$ cat config.mk
export PLATFORM = sky130hd
export DESIGN_NAME = epoch_seconds_to_calendar
export DESIGN_NICKNAME = d
export VERILOG_FILES = /design/src/design/esc_pkg.sv /design/src/design/esc_datapath.sv /design/src/design/esc_ctrl.sv /design/src/design/epoch_seconds_to_calendar.sv
export VERILOG_INCLUDE_DIRS = /design/src /design/src/design
export SDC_FILE = /design/constraint.sdc
export NUM_CORES = 1
export LEC_CHECK = 0
export BUFFER_PORTS_ARGS = -buffer_cell sky130_fd_sc_hd__buf_2
export CORE_ASPECT_RATIO = 0.6
export CORE_MARGIN = 1
export CORE_UTILIZATION = 27
export DETAILED_ROUTE_END_ITERATION = 8
export PLACE_DENSITY = 0.53
export SLEW_MARGIN = 20
export SYNTH_ARGS = -nofsm -noshare
export SYNTH_HDL_FRONTEND = slang
export SYNTH_SLANG_ARGS = --single-unit
export TNS_END_PERCENT = 100
$ cat constraint.sdc
create_clock -name clk_i -period 6 [get_ports clk_i]
set_input_delay 0.9 -clock clk_i [delete_from_list [all_inputs] [get_ports clk_i]]
set_output_delay 0.9 -clock clk_i [all_outputs]
set_load 0.1 [all_outputs]
$ cat src/design/epoch_seconds_to_calendar_assert.svh
// Assertion macros shared by the calendar conversion modules.
`ifndef EPOCH_SECONDS_TO_CALENDAR_ASSERT_SVH
`define EPOCH_SECONDS_TO_CALENDAR_ASSERT_SVH
`ifndef SYNTH
`define ESC_ASSERT(lbl, clk, rst_n, prop, msg) \
  lbl: assert property (@(posedge clk) disable iff (!rst_n) (prop)) else $error(msg);
`define ESC_ASSERT_ALWAYS(lbl, clk, prop, msg) \
  lbl: assert property (@(posedge clk) (prop)) else $error(msg);
`else
`define ESC_ASSERT(lbl, clk, rst_n, prop, msg)
`define ESC_ASSERT_ALWAYS(lbl, clk, prop, msg)
`endif
`endif

$ cat src/design/esc_pkg.sv
// Types, constants and the month length table of the calendar conversion.
package esc_pkg;

  localparam logic [10:0] BASE_YEAR   = 11'd1970;
  localparam logic [15:0] ZONE_RESET  = 16'd28800;
  localparam logic [31:0] SEC_MINUTE  = 32'd60;
  localparam logic [31:0] SEC_HOUR    = 32'd3600;
  localparam logic [31:0] SEC_DAY     = 32'd86400;
  localparam logic [31:0] SEC_YEAR    = 32'd31536000;
  localparam logic [31:0] SEC_LEAPYR  = 32'd31622400;
  localparam logic [3:0]  MONTH_FEB   = 4'd2;
  localparam logic [3:0]  MONTH_APR   = 4'd4;
  localparam logic [3:0]  MONTH_JUN   = 4'd6;
  localparam logic [3:0]  MONTH_SEP   = 4'd9;
  localparam logic [3:0]  MONTH_NOV   = 4'd11;
  localparam logic [3:0]  MONTH_DEC   = 4'd12;

  typedef enum logic [2:0] {
    PH_YEAR,
    PH_MONTH,
    PH_DAY,
    PH_HOUR,
    PH_MINUTE
  } phase_e;

  typedef struct packed {
    logic   load;
    logic   step;
    logic   publish;
    phase_e phase;
  } cmd_t;

  typedef struct packed {
    logic less;
    logic month_last;
  } stat_t;

  function automatic logic [21:0] month_seconds(logic [3:0] month, logic leap);
    logic [21:0] len;
    case (month) inside
      MONTH_APR, MONTH_JUN, MONTH_SEP, MONTH_NOV: len = 22'd2592000;
      MONTH_FEB: len = leap ? 22'd2505600 : 22'd2419200;
      default:   len = 22'd2678400;
    endcase
    return len;
  endfunction

endpackage

$ cat src/design/esc_datapath.sv
// Datapath: remaining-seconds register, field counters, output registers.
`include "epoch_seconds_to_calendar_assert.svh"
module esc_datapath import esc_pkg::*; (
  input  logic        clk_i,
  input  logic        rst_ni,
  input  logic        cfg_valid_i,
  input  logic [15:0] zone_offset_seconds_i,
  input  logic [30:0] epoch_seconds_i,
  input  cmd_t        cmd_i,
  output stat_t       stat_o,
  output logic [10:0] year_o,
  output logic [3:0]  month_o,
  output logic [4:0]  day_o,
  output logic [4:0]  hour_o,
  output logic [5:0]  minute_o,
  output logic [5:0]  second_o
);

  logic [15:0] zone_q;
  logic [31:0] t_q, t_d;
  logic [10:0] year_q, year_d;
  logic [6:0]  yr_in_cent_q, yr_in_cent_d;
  logic [1:0]  cent_mod4_q, cent_mod4_d;
  logic [3:0]  month_q, month_d;
  logic [4:0]  day_q, day_d;
  logic [4:0]  hour_q, hour_d;
  logic [5:0]  minute_q, minute_d;
  logic        leap;
  logic [31:0] len;

  // Leap test kept cheap by tracking year modulo 100 and century modulo 4.
  assign leap = (year_q[1:0] == 2'd0) && ((yr_in_cent_q != 7'd0) || (cent_mod4_q == 2'd0));

  always_comb begin
    case (cmd_i.phase)
      PH_YEAR:  len = leap ? SEC_LEAPYR : SEC_YEAR;
      PH_MONTH: len = {10'd0, month_seconds(month_q, leap)};
      PH_DAY:   len = SEC_DAY;
      PH_HOUR:  len = SEC_HOUR;
      default:  len = SEC_MINUTE;
    endcase
  end

  assign stat_o.less       = t_q < len;
  assign stat_o.month_last = month_q == MONTH_DEC;

  always_comb begin
    t_d          = t_q;
    year_d       = year_q;
    yr_in_cent_d = yr_in_cent_q;
    cent_mod4_d  = cent_mod4_q;
    month_d      = month_q;
    day_d        = day_q;
    hour_d       = hour_q;
    minute_d     = minute_q;
    if (cmd_i.load) begin
      t_d          = {1'b0, epoch_seconds_i} + {16'd0, zone_q};
      year_d       = BASE_YEAR;
      yr_in_cent_d = 7'd70;
      cent_mod4_d  = 2'd3;
      month_d      = 4'd1;
      day_d        = 5'd1;
      hour_d       = 5'd0;
      minute_d     = 6'd0;
    end else if (cmd_i.step) begin
      t_d = t_q - len;
      case (cmd_i.phase)
        PH_YEAR: begin
          year_d = year_q + 11'd1;
          if (yr_in_cent_q == 7'd99) begin
            yr_in_cent_d = 7'd0;
            cent_mod4_d  = cent_mod4_q + 2'd1;
          end else begin
            yr_in_cent_d = yr_in_cent_q + 7'd1;
          end
        end
        PH_MONTH: month_d  = month_q + 4'd1;
        PH_DAY:   day_d    = day_q + 5'd1;
        PH_HOUR:  hour_d   = hour_q + 5'd1;
        default:  minute_d = minute_q + 6'd1;
      endcase
    end
  end

  always_ff @(posedge clk_i or negedge rst_ni) begin
    if (!rst_ni) begin
      zone_q       <= ZONE_RESET;
      year_q       <= BASE_YEAR;
      yr_in_cent_q <= 7'd70;
      cent_mod4_q  <= 2'd3;
      month_q      <= 4'd1;
      day_q        <= 5'd1;
      hour_q       <= 5'd0;
      minute_q     <= 6'd0;
    end else begin
      if (cfg_valid_i) begin
        zone_q <= zone_offset_seconds_i;
      end
      year_q       <= year_d;
      yr_in_cent_q <= yr_in_cent_d;
      cent_mod4_q  <= cent_mod4_d;
      month_q      <= month_d;
      day_q        <= day_d;
      hour_q       <= hour_d;
      minute_q     <= minute_d;
    end
  end

  always_ff @(posedge clk_i) begin
    t_q <= t_d;
    if (cmd_i.publish) begin
      year_o   <= year_q;
      month_o  <= month_q;
      day_o    <= day_q;
      hour_o   <= hour_q;
      minute_o <= minute_q;
      second_o <= t_q[5:0];
    end
  end

  `ESC_ASSERT(a_month_range, clk_i, rst_ni, (month_q != 4'd0) && (month_q <= MONTH_DEC), "month counter out of range")
  `ESC_ASSERT(a_clock_range, clk_i, rst_ni, (hour_q <= 5'd23) && (minute_q <= 6'd59), "hour or minute counter out of range")
  `ESC_ASSERT(a_second_fits, clk_i, rst_ni, cmd_i.publish |-> (t_q < SEC_MINUTE), "remainder too large at publish")

endmodule

$ cat src/design/esc_ctrl.sv
// Controller: sequences the subtraction phases and owns both handshakes.
`include "epoch_seconds_to_calendar_assert.svh"
module esc_ctrl import esc_pkg::*; (
  input  logic  clk_i,
  input  logic  rst_ni,
  input  logic  in_valid_i,
  output logic  in_ready_o,
  output logic  out_valid_o,
  input  logic  out_ready_i,
  input  stat_t stat_i,
  output cmd_t  cmd_o
);

  typedef enum logic [2:0] {
    S_IDLE,
    S_YEAR,
    S_MONTH,
    S_DAY,
    S_HOUR,
    S_MINUTE,
    S_FINISH
  } state_e;

  state_e state_q, state_d;
  logic   out_valid_q, out_valid_d;

  assign in_ready_o  = state_q == S_IDLE;
  assign out_valid_o = out_valid_q;

  always_comb begin
    state_d       = state_q;
    out_valid_d   = out_valid_q && !out_ready_i;
    cmd_o.load    = 1'b0;
    cmd_o.step    = 1'b0;
    cmd_o.publish = 1'b0;
    cmd_o.phase   = PH_MINUTE;
    unique case (state_q)
      S_IDLE: begin
        if (in_valid_i) begin
          cmd_o.load = 1'b1;
          state_d    = S_YEAR;
        end
      end
      S_YEAR: begin
        cmd_o.phase = PH_YEAR;
        if (stat_i.less) state_d = S_MONTH;
        else cmd_o.step = 1'b1;
      end
      S_MONTH: begin
        cmd_o.phase = PH_MONTH;
        if (stat_i.less || stat_i.month_last) state_d = S_DAY;
        else cmd_o.step = 1'b1;
      end
      S_DAY: begin
        cmd_o.phase = PH_DAY;
        if (stat_i.less) state_d = S_HOUR;
        else cmd_o.step = 1'b1;
      end
      S_HOUR: begin
        cmd_o.phase = PH_HOUR;
        if (stat_i.less) state_d = S_MINUTE;
        else cmd_o.step = 1'b1;
      end
      S_MINUTE: begin
        cmd_o.phase = PH_MINUTE;
        if (stat_i.less) state_d = S_FINISH;
        else cmd_o.step = 1'b1;
      end
      S_FINISH: begin
        if (!out_valid_q || out_ready_i) begin
          cmd_o.publish = 1'b1;
          out_valid_d   = 1'b1;
          state_d       = S_IDLE;
        end
      end
      default: state_d = S_IDLE;
    endcase
  end

  always_ff @(posedge clk_i or negedge rst_ni) begin
    if (!rst_ni) begin
      state_q     <= S_IDLE;
      out_valid_q <= 1'b0;
    end else begin
      state_q     <= state_d;
      out_valid_q <= out_valid_d;
    end
  end

  `ESC_ASSERT(a_busy_after_accept, clk_i, rst_ni, (in_valid_i && in_ready_o) |=> !in_ready_o, "took a second item while converting")
  `ESC_ASSERT(a_step_only_when_fits, clk_i, rst_ni, cmd_o.step |-> !stat_i.less, "subtracted a length larger than the remainder")
  `ESC_ASSERT(a_publish_sets_valid, clk_i, rst_ni, cmd_o.publish |=> out_valid_o, "publish did not raise output valid")
  `ESC_ASSERT_ALWAYS(a_one_command, clk_i, !(cmd_o.load && (cmd_o.step || cmd_o.publish)), "conflicting datapath commands")

endmodule

$ cat src/design/epoch_seconds_to_calendar.sv
// Top level: converts epoch seconds plus a zone offset to local date and time.
//
//  channel   direction  signals                                  transfer when
//  cfg       in         cfg_valid_i/cfg_ready_o, zone offset     valid and ready high
//  in        in         in_valid_i/in_ready_o, epoch_seconds_i   valid and ready high
//  out       out        out_valid_o/out_ready_i, year..second    valid and ready high
//
// One item passes through a load, one step per whole year, month, day, hour
// and minute removed by the single subtractor, one closing step in each of the five
// phases, and a last step that moves the fields into the output register.
// Reset sets the zone offset to eight hours and empties the output register.
// A stalled output holds back the next publish, and no new input transfer goes ahead until then.
// The configuration register is always ready and takes the offset on each write transfer.
module epoch_seconds_to_calendar import esc_pkg::*; (
  input  logic        clk_i,
  input  logic        rst_ni,
  input  logic        cfg_valid_i,
  output logic        cfg_ready_o,
  input  logic [15:0] zone_offset_seconds_i,
  input  logic        in_valid_i,
  output logic        in_ready_o,
  input  logic [30:0] epoch_seconds_i,
  output logic        out_valid_o,
  input  logic        out_ready_i,
  output logic [10:0] year_o,
  output logic [3:0]  month_o,
  output logic [4:0]  day_o,
  output logic [4:0]  hour_o,
  output logic [5:0]  minute_o,
  output logic [5:0]  second_o
);

  cmd_t  cmd;
  stat_t stat;

  // The offset register accepts a write in every cycle.
  assign cfg_ready_o = 1'b1;

  esc_ctrl u_ctrl (
    .clk_i       (clk_i),
    .rst_ni      (rst_ni),
    .in_valid_i  (in_valid_i),
    .in_ready_o  (in_ready_o),
    .out_valid_o (out_valid_o),
    .out_ready_i (out_ready_i),
    .stat_i      (stat),
    .cmd_o       (cmd)
  );

  esc_datapath u_datapath (
    .clk_i                 (clk_i),
    .rst_ni                (rst_ni),
    .cfg_valid_i           (cfg_valid_i),
    .zone_offset_seconds_i (zone_offset_seconds_i),
    .epoch_seconds_i       (epoch_seconds_i),
    .cmd_i                 (cmd),
    .stat_o                (stat),
    .year_o                (year_o),
    .month_o               (month_o),
    .day_o                 (day_o),
    .hour_o                (hour_o),
    .minute_o              (minute_o),
    .second_o              (second_o)
  );

endmodule

# --- Word level (Yosys, flattened, before mapping) ---
# Index checks and enable logic that the tools add are counted.
word_totals:
  register_bits: 129
  ram_bits: 0
  latchBits: 0
  romBits: 0
  out_inout_bits: 40
  n_memories: 0
op_classes:
  multipliers: 0
  n_reduce_logical: 28
  add_sub_neg: 9
  n_eq_ne: 24
  n_mux: 48
  bitwise: 0
  magnitude_cmp: 1
  shifts: 0
  n_div: 0
op_table:
  columns: ["operator", "count"]
  rows:
  - ["32-bit one-hot mux with 4 select lines", 1]
  - ["32-bit 2-to-1 mux", 2]
  - ["22-bit 2-to-1 mux", 2]
  - ["18-bit 2-to-1 mux", 2]
  - ["11-bit 2-to-1 mux", 3]
  - ["31-bit by 16-bit adder with 32-bit output", 1]
  - ["32-bit less-than comparator", 1]
  - ["32-bit subtractor", 1]
  - ["5-bit 2-to-1 mux", 6]
  - ["7-bit 2-to-1 mux", 4]
  - ["3-bit 2-to-1 mux", 7]
  - ["3-bit one-hot mux with 7 select lines", 1]
  - ["6-bit 2-to-1 mux", 3]
  - ["2-bit by 1-bit inequality test with 1-bit output (second input constant)", 7]
  - ["3-bit by 2-bit equality test with 1-bit output (second input constant)", 4]
  - ["4-bit equality test (second input constant)", 3]
  - ["4-bit 2-to-1 mux", 3]
  - ["3-bit one-hot mux with 4 select lines", 1]
  - ["2-bit nonzero test", 6]
  - ["4-bit OR reduction", 3]
  - ["11-bit by 1-bit adder with 11-bit output (second input constant)", 1]
  - ["5-bit by 1-bit adder with 5-bit output (second input constant)", 2]
  - ["2-bit AND reduction", 5]
  - ["3-bit equality test (second input constant)", 3]
  - ["20 further kinds", 38]

# --- Longest topological paths before layout ---
depth:
  depth_word: 13
  ltp_mapped: 20

# --- Cells and area by module ---
# From an unflattened synthesis, not the netlist that was laid out.
unflattened:
  hier_cells: 810
  hier_area_um2: 8157.8
modules_own_cells:
  columns: ["module", "area_each_um2", "cells_per_inst", "seq_area_each_um2", "instances"]
  rows:
  - ["esc_datapath", 7841.3, 772, 3495.9, 1]
  - ["esc_ctrl", 305.3, 36, 100.1, 1]
  - ["epoch_seconds_to_calendar", 11.3, 2, 0.0, 1]

# --- Worst setup path after synthesis ---
# No wires, ideal clock.
synth_timing:
  path_kind: "reg-to-reg"
  startpoint: "register u_ctrl.state_q[2]"
  endpoint: "register u_datapath.t_q[10] (enable)"
  arrival_time_ps: 4292
  path_stages_with_launch: 7
  setup_slack_ps: 1321
  required_time_ps: 5613
  cell_sequence: "dfrtp_1 -> clkbuf_1 -> nor3_1 -> nand2_1 -> clkbuf_1 -> clkbuf_1 -> nand2_1"
synth_between:
  elab_cells_between_ends: 20
  classes_between: "order compare: 1; eq/ne: 8; mux: 6; reduce/logical: 5"
synth_rtl:
  columns: ["element", "line_no", "text"]
  rows:
  - ["start: declaration", "esc_ctrl.sv:24", "state_e state_q, state_d;"]
  - ["start signal: assignment", "esc_ctrl.sv:85", "state_q <= state_d;"]
  - ["3-bit logical NOT", null, null]
  - ["named net in_ready_o", "epoch_seconds_to_calendar.sv:21", "output logic in_ready_o,"]
  - ["1-bit 2-to-1 mux", "esc_ctrl.sv:37", "unique case (state_q)"]
  - ["2-bit nonzero test (no line)", null, null]
  - ["end signal: assignment", "esc_datapath.sv:110", "t_q <= t_d;"]
  - ["end: declaration", "esc_datapath.sv:20", "logic [31:0] t_q, t_d;"]
# The timed path passes the listed nets, and every way through them passes these cells.
# A chain may end at the register's enable or synchronous reset.

# --- Final worst setup path ---
layout_timing:
  startpoint: "register u_ctrl.state_q[0]"
  endpoint: "register u_datapath.t_q[7] (enable)"
layout_between:
  elab_chain_cells: 9
  elab_cells_between_ends: 20
  classes_between: "order compare: 1; eq/ne: 8; mux: 6; reduce/logical: 5"
layout_rtl:
  columns: ["element", "line_no", "text"]
  rows:
  - ["3-bit equality test, or another cell as far along", "esc_ctrl.sv:37", null]
  - ["3-bit one-hot mux with 4 select lines", "esc_ctrl.sv:37", null]
  - ["3-bit by 2-bit equality test with 1-bit output, or another cell as far along", "esc_datapath.sv:35", "case (cmd_i.phase)"]
  - ["32-bit one-hot mux with 4 select lines", "esc_datapath.sv:35", null]
  - ["32-bit less-than comparator", "esc_datapath.sv:44", "assign stat_o.less = t_q < len;"]
  - ["1-bit logical OR", "esc_ctrl.sv:51", "if (stat_i.less || stat_i.month_last) state_d = S_DAY;"]
  - ["1-bit 2-to-1 mux", "esc_ctrl.sv:51", null]
  - ["1-bit one-hot mux with 2 select lines", "esc_ctrl.sv:37", null]
  - ["2-bit nonzero test (no line) *", null, null]
# Every way passes the cells marked *; elsewhere a longest branch is shown, timed or not.

==> results by group <==
Global routing
  • GR Overflow Total: 0
  • GRT Util Overall: 13.88%
  • Largest net degree at the start of global routing: 61
  • Antenna violations before repair: 0
  • Vias in the first global route: 5673
  • First-pass GRT wire length: 32.26 mm

Critical path
  • Worst path depth: 13
  • Startpoint types: flip-flop
  • Reg2reg path depth: 13
  • Top delay family on crit path: simple AND/OR/NAND/NOR gates
  • CP arrival: 4600 ps
  • Largest fanout on the critical path: 30
  • Critical Path, Cell by Cell: inv_1 -> nor3_2 -> inv_1 -> nor2_1 -> a21oi_1 -> ha_1 -> nand4_1 -> nor2_1 -> a211oi_4 -> o41ai_4 -> nand2_1 -> nand2_1 -> buf_4
  • WP buf/inv: 3
  • Worst endpoint required time: 6090 ps
  • Slowest cell on the critical path: dfrtp_1
  • Worst R2R Start: u_ctrl.state_q[0]
  • Crit Path Class: reg2reg
  • R2R Setup Slk: 1490 ps
  • Crit end category: flip-flop
  • CP max stage delay: between 700 and 800 ps
  • Worst setup path startpoint: u_ctrl.state_q[0]

Floorplanning
  • Die area: 0.03036 mm²
  • Die width: 224.3 µm
  • Top Ports: 92
  • Die outline height: ~140 µm
  • Row count: 48
  • Core Box Area: 0.02895 mm²
  • Starting Density: 27.65%

Drt
  • Detail Route Antenna Nets: 0
  • Uppermost routed layer: met4
  • Routed WL: 19.81 mm
  • Vias/cell: 4.764
  • Metal-1 WL: ~12 mm
  • Routed wl met3: 1.105 mm
  • DR WL met2: roughly 7 mm
  • DRC errors left: 0
  • Avg WL per Cell: approximately 15 µm
  • Initial DRC Count: 441
  • First-pass DRT Iterations: 5
  • DR vias: 6108

Timing
  • Tmin final: between 4000 and 5000 ps
  • Final Skew: 11.56 ps
  • RSZ-0062 raised after global routing: no
  • Fin Setup TNS: 0 ps
  • Slew HR: 23.59%
  • Fin. max-slew vios: 0
  • Period Utilization, post-route: between 70% and 80%
  • Final WS setup: 1488 ps
  • Highest Clock Rate: 221.6 MHz
  • Final Hold Fails: 0
  • Worst slew pin tran: 1137 ps
  • Setup violators final: 0

CTS
  • # Post-CTS Setup Buffers: 0
  • Clock transition at path regs: ~60 ps
  • Total CTS buffers: 17
  • Post_cts resized: 0
  • Clock sink count: 129
  • Worst-Skew Late Latency: around 440 ps
  • TritonCTS clock tree: done
  • Clock root buffer: clkbuf_16
  • Post-CTS Hold Buffers: 0
  • CTS max path bufs: 2
  • H-Tree Depth: 4

Synthesis
  • Post-synthesis simple-gate area fraction: 17.34%
  • Adder-cell area share of the yosys netlist: 8.160%
  • FFs w/ async S/R, synth: 46.51%
  • Cell variety after synth: 77
  • Area share of the largest cell type after synthesis: roughly a quarter
  • Register area share after synthesis: 44.93%
  • Most common cell in the synthesized netlist: nor2_1
  • Synth top area cells: edfxtp_1, dfrtp_1, ha_1
  • Synth Warn #: 0
  • XOR/XNOR share of the synthesized area: 7.441%
  • Area leader, netlist: edfxtp_1
  • Avg Synthesized Cell Area: 10.25 µm²
  • Post-Syn Area: 0.008004 mm²
  • Compound-Gate Fraction of Synth Area: 15.55%
  • #FFs+latches synth: 129
  • Commonest cells in the netlist: nor2_1, edfxtp_1, nand2_1
  • Top_reg_cell synth: edfxtp_1
  • Largest family of logic cells by synthesized area: simple AND/OR/NAND/NOR gates
  • Syn Inst Count: 781
  • EDFF count, synth: 69
  • Mux cell area share after synthesis: 3.752%
  • Syn nets: 884

Outcome
  • Status: complete, no violations

Placed design
  • Placed cell area: 0.008880 mm²
  • Pre-CTS setup slack: 1564 ps
  • Post-DP HPWL: about 15 mm
  • PortBufs: 90
  • GP Congestion: around 0.85

Power
  • Comb power frac: 8.7%
  • Seq pwr share: 44.2%
  • Clock share of power: 47.1%
  • Maximum VDD drop: about 0.18 mV
  • Internal power: 1.605 mW
  • Leak pwr: 3.848 nW
  • Power Dens Cells: roughly 230 mW/mm²
  • Total power: 2.142 mW
  • Switching share of power: between 20% and 30%
  • Switch Pwr: 0.5377 mW

Hold path
  • Hold path depth: 0
  • Worst min path class: reg2reg
  • Hold Crit Start: u_datapath.t_q[1]

Layout
  • Post-Layout Inst Area: 0.009455 mm²
  • Final Core Density: 32.66%
  • Nets: between 900 and 1000
  • Fill cells: 2997
  • Area grow syn2layout: 18.13%
  • Layout cells sized above 1: 21.68%

Flow run
  • Max cap viols: 0
[power groups by stage]
stage / registers (mW) / logic (mW) / clock network [mW]
floorplan: 0.962 / 0.121 / 0
global placement: 0.963 / 0.186 / 0
detailed placement: 0.964 / 0.186 / 0
CTS: 0.946 / 0.188 / 1.05
global route: 0.947 / 0.209 / 1.09
finish: 0.946 / 0.186 / 1.01
[cell families (layout without fill, tap and decap cells)]
group	count (synthesis)	after routing
buffers and inverters	55	155
xor gates and xnor gates	68	68
muxes	28	28
adders and majority gates	51	51
and+or+nand+nor	275	275
DFF	129	129
AOI/OAI and AO/OA	174	174
other	1	2
[area by class of cell]
class / instances / area (µm²) / share of cell area, %
flip-flops and latches: 129 / 3596 / 38.03
inverters: 28 / 105.1 / 1.112
well taps: 400 / 500.5 / 5.293
diodes: 1 / 2.502 / 0.02647
clock buffers: 18 / 439.2 / 4.645
multi-input cells: 597 / 4190 / 44.32
repair buffers: 95 / 488.0 / 5.161
clock inverters: 14 / 133.9 / 1.416
[flip-flops by register name, summed over array words and instances, names as in the netlist]
signal,cells
u_datapath.year_o,11
u_datapath.second_o,6
u_datapath.yr_in_cent_q,7
u_datapath.month_q,4
u_datapath.minute_q,6
u_datapath.day_q,5
u_datapath.month_o,4
u_datapath.zone_q,16
u_datapath.hour_o,5
u_datapath.year_q,11
u_ctrl.state_q,3
u_datapath.t_q,32
u_datapath.hour_q,5
u_ctrl.out_valid_o,1
u_datapath.cent_mod4_q,2
u_datapath.minute_o,6
u_datapath.day_o,5
[metal layers]
layer	vias to the layer above	track usage, %
met3	11	3.882
met5	-	0
met2	173	16.70
met1	2872	22.82
li1	3052	-
met4	0	3.477
[path summary, 6_finish.rpt]
kind | to
setup / recovery | u_datapath.t_q[7]
hold / removal | u_datapath.second_o[1]
setup reg to reg | u_datapath.t_q[7]
hold reg to reg | u_datapath.second_o[1]
max in group asynchronous | u_datapath.month_q[2]
min in group asynchronous | u_datapath.zone_q[4]
[through the flow]
stage	instances	hold slack, ps
final	1282	424.8
after global routing	1281	434.4
after CTS	1281	422.0
after detailed placement	1249	404.5
after global placement	1249	404.3
after floorplan	781	400.3
[placed cells by master, fill, tap and decap left out, types with 6 or more instances in the layout]
cell       netlist  routed
dfstp_2         18      18
o31ai_1         10      10
a31oi_1          6       6
mux2_2          16      16
a211oi_1         9       9
buf_2            4      90
or3_1            9       9
xor2_1          28      28
ha_1            49      49
a21o_1          23      23
nand2_1         59      59
and3_1          13      13
mux2i_1         12      12
clkbuf_16        0      17
xnor2_1         40      40
nand4_1         18      18
o22ai_1          6       6
o21ai_0         32      32
edfxtp_1        69      69
nor3_1          20      20
o21a_1           6       6
nand3_1         36      36
and2_1           6       6
a21oi_1         37      37
nor2b_1          6       6
nor2_1          72      72
dfrtp_1         42      42
inv_1           27      27
No activity file was read; power rests on OpenSTA's default activity.
